### config.mk
export PLATFORM = sky130hd
export DESIGN_NAME = one_shot_timer_table_unit
export DESIGN_NICKNAME = d
export VERILOG_FILES = /design/src/rtl/core/ostt_pkg.sv /design/src/rtl/core/ostt_ram.sv /design/src/rtl/core/ostt_alu.sv /design/src/rtl/core/one_shot_timer_table_unit.sv
export SDC_FILE = /design/constraint.sdc
export NUM_CORES = 2
export LEC_CHECK = 0
export ABC_AREA = 1
export ABC_CLOCK_PERIOD_IN_PS = 9500
export BUFFER_PORTS_ARGS = -buffer_cell sky130_fd_sc_hd__buf_4
export CORE_MARGIN = 3
export CORE_UTILIZATION = 45
export CTS_CLUSTER_DIAMETER = 100
export DETAILED_ROUTE_END_ITERATION = 16
export PLACE_DENSITY_LB_ADDON = 0.05
export SYNTH_ARGS = -nofsm -noshare
export SYNTH_HDL_FRONTEND = slang
export SYNTH_HIERARCHICAL = 1
export SYNTH_SLANG_ARGS = --single-unit
### constraint.sdc
create_clock -name i_clk -period 9.5 [get_ports i_clk]
set_clock_uncertainty 0.2 [all_clocks]
set_input_delay 0.475 -clock i_clk [delete_from_list [all_inputs] [get_ports i_clk]]
set_output_delay 0.475 -clock i_clk [all_outputs]
set_load 0.02 [all_outputs]
### src/rtl/core/ostt_pkg.sv
// Shared types and codes for the one-shot timer table.
package ostt_pkg;

    typedef struct packed {
        logic        req_type;
        logic [31:0] amount_ms;
    } t_req;

    typedef struct packed {
        logic [1:0]  result_kind;
        logic [31:0] timer_id;
        logic        last_of_run;
    } t_result;

    localparam logic       REQ_CREATE   = 1'b0;
    localparam logic       REQ_TICK     = 1'b1;

    localparam logic [1:0] KIND_ALLOC   = 2'd0;
    localparam logic [1:0] KIND_EXPIRED = 2'd1;
    localparam logic [1:0] KIND_REJECT  = 2'd2;

    typedef enum logic [0:0] {
        ALU_ADD,
        ALU_LE
    } t_alu_op;

    typedef enum logic [2:0] {
        ST_IDLE,
        ST_CREATE,
        ST_TICK,
        ST_SCAN,
        ST_FLUSH
    } t_state;

endpackage

### src/rtl/core/ostt_ram.sv
// Generic simple dual-port RAM with one write port and a registered read port.
module ostt_ram #(
    parameter int WIDTH = 64,
    parameter int DEPTH = 16
) (
    input  logic                     i_clk,
    input  logic                     i_we,
    input  logic [$clog2(DEPTH)-1:0] i_waddr,
    input  logic [WIDTH-1:0]         i_wdata,
    input  logic                     i_re,
    input  logic [$clog2(DEPTH)-1:0] i_raddr,
    output logic [WIDTH-1:0]         o_rdata
);

    logic [WIDTH-1:0] r_mem [DEPTH];
    logic [WIDTH-1:0] r_rdata;

    always_ff @(posedge i_clk) begin
        if (i_we) begin
            r_mem[i_waddr] <= i_wdata;
        end
        if (i_re) begin
            r_rdata <= r_mem[i_raddr];
        end
    end

    assign o_rdata = r_rdata;

endmodule

### src/rtl/core/ostt_alu.sv
// Shared 32-bit unit that forms deadlines and clock sums and tests expiry.
module ostt_alu
    import ostt_pkg::*;
(
    input  t_alu_op     i_op,
    input  logic [31:0] i_a,
    input  logic [31:0] i_b,
    output logic [31:0] o_sum,
    output logic        o_le
);

    always_comb begin
        o_sum = '0;
        o_le  = 1'b0;
        unique case (i_op)
            ALU_ADD: o_sum = i_a + i_b;
            ALU_LE:  o_le  = (i_a <= i_b);
            default: o_sum = '0;
        endcase
    end

endmodule

### src/rtl/core/one_shot_timer_table_unit.sv
// Top level of the one-shot timer table: sequencer, table memory and shared unit.
//
// A request is taken when start is high and busy is low. A create writes its
// entry in ST_CREATE, while a rejected create answers from ST_IDLE; a tick
// advances the clock in ST_TICK and, unless the table is empty, the sequencer
// reads the table memory one entry per cycle in ST_SCAN, tests it in the shared
// unit and writes survivors back toward the front of the table, ending in
// ST_FLUSH. Each result beat is shown for exactly one cycle with o_strobe high
// and cannot be held off; results of a tick come in creation order, the final
// one marked by last_of_run. The table memory needs no clearing after reset.
module one_shot_timer_table_unit
    import ostt_pkg::*;
#(
    parameter int NUM_TIMERS = 16
) (
    input  logic    i_clk,
    input  logic    i_rst_n,
    input  logic    start,
    input  t_req    i_req,
    output logic    busy,
    output logic    o_strobe,
    output t_result o_result
);

    localparam int IDX_W = $clog2(NUM_TIMERS);
    localparam int CNT_W = $clog2(NUM_TIMERS + 1);

    t_state         r_state, n_state;
    t_req           r_req, n_req;
    logic [31:0]    r_clock, n_clock;
    logic [31:0]    r_next_id, n_next_id;
    logic [CNT_W-1:0] r_count, n_count;
    logic [CNT_W-1:0] r_scan, n_scan;
    logic [CNT_W-1:0] r_keep, n_keep;
    logic           r_pend_valid, n_pend_valid;
    logic [31:0]    r_pend_id, n_pend_id;
    logic           r_out_valid, n_out_valid;
    t_result        r_out, n_out;

    logic [CNT_W-1:0] scan_inc;
    logic           ram_we, ram_re;
    logic [IDX_W-1:0] ram_waddr, ram_raddr;
    logic [63:0]    ram_wdata, ram_rdata;
    t_alu_op        alu_op;
    logic [31:0]    alu_a, alu_b, alu_sum;
    logic           alu_le;

    ostt_ram #(
        .WIDTH (64),
        .DEPTH (NUM_TIMERS)
    ) u_table (
        .i_clk   (i_clk),
        .i_we    (ram_we),
        .i_waddr (ram_waddr),
        .i_wdata (ram_wdata),
        .i_re    (ram_re),
        .i_raddr (ram_raddr),
        .o_rdata (ram_rdata)
    );

    ostt_alu u_alu (
        .i_op  (alu_op),
        .i_a   (alu_a),
        .i_b   (alu_b),
        .o_sum (alu_sum),
        .o_le  (alu_le)
    );

    assign scan_inc = r_scan + CNT_W'(1);

    always_ff @(posedge i_clk) begin
        if (!i_rst_n) begin
            r_state      <= ST_IDLE;
            r_clock      <= '0;
            r_next_id    <= 32'd1;
            r_count      <= '0;
            r_pend_valid <= 1'b0;
            r_out_valid  <= 1'b0;
        end else begin
            r_state      <= n_state;
            r_clock      <= n_clock;
            r_next_id    <= n_next_id;
            r_count      <= n_count;
            r_pend_valid <= n_pend_valid;
            r_out_valid  <= n_out_valid;
        end
    end

    always_ff @(posedge i_clk) begin
        r_req     <= n_req;
        r_scan    <= n_scan;
        r_keep    <= n_keep;
        r_pend_id <= n_pend_id;
        r_out     <= n_out;
    end

    always_comb begin
        n_state      = r_state;
        n_req        = r_req;
        n_clock      = r_clock;
        n_next_id    = r_next_id;
        n_count      = r_count;
        n_scan       = r_scan;
        n_keep       = r_keep;
        n_pend_valid = r_pend_valid;
        n_pend_id    = r_pend_id;
        n_out_valid  = 1'b0;
        n_out        = r_out;
        ram_we       = 1'b0;
        ram_re       = 1'b0;
        ram_waddr    = r_keep[IDX_W-1:0];
        ram_wdata    = ram_rdata;
        ram_raddr    = '0;
        alu_op       = ALU_ADD;
        alu_a        = r_clock;
        alu_b        = r_req.amount_ms;

        unique case (r_state)
            ST_IDLE: begin
                if (start) begin
                    n_req = i_req;
                    if (i_req.req_type == REQ_CREATE) begin
                        if (r_count >= CNT_W'(NUM_TIMERS)) begin
                            n_out_valid = 1'b1;
                            n_out       = '{result_kind: KIND_REJECT, timer_id: 32'd0,
                                            last_of_run: 1'b1};
                        end else begin
                            n_state = ST_CREATE;
                        end
                    end else begin
                        n_state = ST_TICK;
                    end
                end
            end
            ST_CREATE: begin
                ram_we      = 1'b1;
                ram_waddr   = r_count[IDX_W-1:0];
                ram_wdata   = {alu_sum, r_next_id};
                n_out_valid = 1'b1;
                n_out       = '{result_kind: KIND_ALLOC, timer_id: r_next_id,
                                last_of_run: 1'b1};
                n_next_id   = r_next_id + 32'd1;
                n_count     = r_count + CNT_W'(1);
                n_state     = ST_IDLE;
            end
            ST_TICK: begin
                n_clock      = alu_sum;
                n_scan       = '0;
                n_keep       = '0;
                n_pend_valid = 1'b0;
                if (r_count == '0) begin
                    n_state = ST_IDLE;
                end else begin
                    ram_re  = 1'b1;
                    n_state = ST_SCAN;
                end
            end
            ST_SCAN: begin
                alu_op    = ALU_LE;
                alu_a     = ram_rdata[63:32];
                alu_b     = r_clock;
                ram_re    = 1'b1;
                ram_raddr = scan_inc[IDX_W-1:0];
                if (alu_le) begin
                    if (r_pend_valid) begin
                        n_out_valid = 1'b1;
                        n_out       = '{result_kind: KIND_EXPIRED, timer_id: r_pend_id,
                                        last_of_run: 1'b0};
                    end
                    n_pend_valid = 1'b1;
                    n_pend_id    = ram_rdata[31:0];
                end else begin
                    ram_we = 1'b1;
                    n_keep = r_keep + CNT_W'(1);
                end
                n_scan = scan_inc;
                if (scan_inc == r_count) begin
                    n_state = ST_FLUSH;
                end
            end
            ST_FLUSH: begin
                if (r_pend_valid) begin
                    n_out_valid = 1'b1;
                    n_out       = '{result_kind: KIND_EXPIRED, timer_id: r_pend_id,
                                    last_of_run: 1'b1};
                end
                n_pend_valid = 1'b0;
                n_count      = r_keep;
                n_state      = ST_IDLE;
            end
            default: begin
                n_state = ST_IDLE;
            end
        endcase
    end

    assign busy     = (r_state != ST_IDLE);
    assign o_strobe = r_out_valid;
    assign o_result = r_out;

endmodule

==> impl_results.md <==
* HPWL Detailed at approximately 94000 um
* Post-Synth XOR/XNOR Area at less than 1%
* Tmin final at around 6500 ps
* Syn nets at approximately 6000
* Post-synth EDFFs at about 1200
* Flops & latches, synth at 1271
* Die height at 365 um
* Async set or reset register ratio after synthesis at 0%
* WL final at between 150000 and 200000 um
* Pwr Density at about 190 nW/um^2
* List of most frequent post-synthesis cells: 1968 x nand2_1, 1197 x edfxtp_1, 1024 x inv_1, 816 x nand3_1, 162 x nor2_1
* Ports at between 70 and 80
* Tcrit/Tclk final at roughly two thirds
* Req. time, crit path at 9690 ps
* Final core utilization at 50.6%
* GRT overflow at 0
* CTS buffer count at approximately 140
* Peak VDD IR at about 0.13 mV
* Setup crit end kind: register
* Worst-Skew Late Latency at ~760 ps
* Die W at ~370 um
* Synth warnings at 6
* Post-synthesis simple-gate area fraction at between 20% and 30%
* Status: completed
* Synth area leader: edfxtp_1
* Crit-path cells: inv_2, nor2_4, clkinv_2, buf_4, o21ai_0, inv_1, ha_1, inv_1, nor3_1, nand2_1, nand2_1, nand2_1, nand2_1, nand2_1, nand2_1, a21oi_1, or2_2, nand2_1, nand3_1, nor2_4, buf_4
* First-pass GRT wire length at roughly 240000 um
* RD Place Congestion at approximately 0.87
* Via density at around 5.1
* Switch share at between 20% and 30%
* Vias in the first global route at 37900
* Post-DP Area at approximately 60000 um^2
* Drt pass-1 iters at 6
* Share of cells above drive strength 1 at 6.64%
* Area of the mapped netlist at 58000 um^2
* Design Area, Final at between 60000 and 70000 um^2
* DR vias at between 40000 and 50000
* Rows at 131
* Clock Sinks at 1271
* Clock-pin slew on the worst setup and hold paths at ~60 ps
* Compound-gate portion of the synthesized area at roughly 2.7%
* Yosys cell types at 46
* Setup Viol. Count Final at 0
* Post-cts sizing count at 0
* Pre-CTS setup slack at 3040 ps
* Largest stage delay, worst path at roughly 1100 ps
* Slowest CP cell: nor2_4
* Count leader, synth: nand2_1
* CTS tree: done
* Core area at 128000 um^2
* Synth top area cells: edfxtp_1 62%, nand2_1 13%, nand3_1 7.0%
* Smallest hold slack at 42.3 ps
* Pin count of the biggest net entering global routing at roughly 160
* DRT iter0 DRCs at 3560
* # port buffers at 72
* CP Max Fanout at 55
* Crit path DAT at ~6700 ps
* Root buffer cell: clkbuf_16
* Worst setup path class: register to register
* H-Tree Depth at 4
* Tightest Pin Transition at 1260 ps
* Adder-cell share of the synthesized area at around 1.5%
* Worst Slack Setup Final at between 2000 and 3000 ps
* Initial antenna violation count at 6
* Largest family of logic cells by synthesized area: simple AND/OR/NAND/NOR gates
* Max frequency at roughly 150 MHz
* Clock Power Share at between 40% and 50%
* Max-cap violations at 0
* Internal Power at between 9000 and 10000 uW
* Most used cell, CP: nand2_1
* Comb power frac at about 6.7%
* Syn Inst Count at ~6000
* Final setup TNS at 0 ps
* Area growth syn-to-layout at 11.4%
* Final Hold Fails at 0
* Die area at between 100000 and 150000 um^2
* Syn_area_per_cell at ~9.7 um^2
* Leakage at 0.0274 uW
* Starting Density at a little under half
* Hold crit path type: primary input to register
* CTS Buffer Depth at 3
* RSZ-0062 raised after global routing: no
* Avg WL per Cell at 20.7 um
* Final Max Tran Viols at 0
* Sequential share of power at between 50% and 60%
* DRC at 0
* Post-synthesis sequential area ratio at about 64%
* Top FF cell, synth: edfxtp_1
* Area share of the largest cell type after synthesis at between 60% and 70%
* Slew HR at around 15%
* Post-synthesis mux area share at 0%
* Final net count at around 6200
* P_sw at roughly 2800 uW
* Routed Antenna Nets at 0
* Total GRT Usage at 24.3%
* Worst setup SP type: register
what timing repair did:
action,in CTS,in global routing
hold buffers,33,0
endpoints found under the hold margin,34,0
setup buffers,0,0
metrics by stage:
step	power, uW	std cells
finish	12300	7808
floorplan	6910	5992
global route	12700	7806
CTS	12400	7806
detailed placement	7220	7531
global placement	7220	7531
worst max-delay path: cells and delay by family, from the launching register on:
kind | cells | cell delay, ps
and+or+nand+nor | 12 | 2890
buffers and inverters | 6 | 1720
AOI/OAI and AO/OA | 2 | 450
DFF | 1 | 410
adders and majority gates | 1 | 360
power by group through the flow:
stage / clock [uW] / combinational, uW / sequential [uW]
finish: 5190 / 821 / 6290
global placement: 0 / 807 / 6410
floorplan: 0 / 502 / 6410
global route: 5520 / 921 / 6300
CTS: 5310 / 824 / 6290
detailed placement: 0 / 810 / 6410
cell type report:
type | instances | area, um^2
Timing Repair Buffer | 176 | 1500
Tap cell | 1662 | 2080
Sequential cell | 1271 | 37400
Antenna cell | 2 | 5.00
Fill cell | 11700 | 63200
Clock inverter | 64 | 546
Multi-Input combinational cell | 3415 | 15400
Inverter | 1040 | 3940
Clock buffer | 178 | 3740
final timing paths:
check | startpoint | slack [ps] | cells after the start | to
worst min register to register | u_table/o_rdata[17] | 240 | 0 | r_pend_id[17]
worst min-delay path | i_rst_n | 40 | 2 | r_next_id[0]
worst max register to register | r_state[1] | 3000 | 21 | u_table/r_mem[10][44]
worst max-delay path | r_state[1] | 3000 | 21 | u_table/r_mem[10][44]
registers in the layout, summed over array words and instances, names as in the netlist:
name	cells
r_next_id	32
o_result	35
r_scan	5
r_pend_id	32
r_keep	5
r_req	32
r_pend_valid	1
u_table/o_rdata	64
r_state	3
o_strobe	1
u_table/r_mem	1024
r_count	5
r_clock	32
layout by cell type (no fill, tap or decap), types with 8 or more instances in the layout:
cell type      synthesis  layout
clkbuf_16              0     144
edfxtp_1            1197    1197
clkinv_2               0      20
xor2_1                10      10
inv_1               1024    1022
a21oi_1              114     114
ha_1                  68      68
nor3_1                24      24
nor2_2                13      12
inv_2                 14      11
nand4_1               14      14
o21ai_0              159     158
o21bai_1               8       8
nand2_1             1968    1966
dfxtp_1               74      74
nor2_4                 7      29
nor2_1               162     141
dlygate4sd3_1          0      33
nand3_1              816     816
buf_12                 0       8
clkbuf_1              47      33
bufinv_16              0       8
clkinv_1               1      30
buf_4                 26     135
routing by layer:
layer / up-vias / track usage, % / wire length (um)
li1: 19400 / - / -
met1: 19400 / 36.6 / 78000
met2: 1039 / 37.0 / 71600
met3: 198 / 3.43 / 9140
met4: 4 / 6.21 / 3150
met5: - / 0 / 26
logic make-up (layout without fill, tap and decap cells):
family,after synthesis,in the layout
adders and majority gates,69,69
DFF,1271,1271
and+or+nand+nor,3034,3034
AOI/OAI and AO/OA,300,300
other,0,2
buffers and inverters,1306,1458
xor gates and xnor gates,12,12
Note: power is estimated with default switching activity, not from simulation.
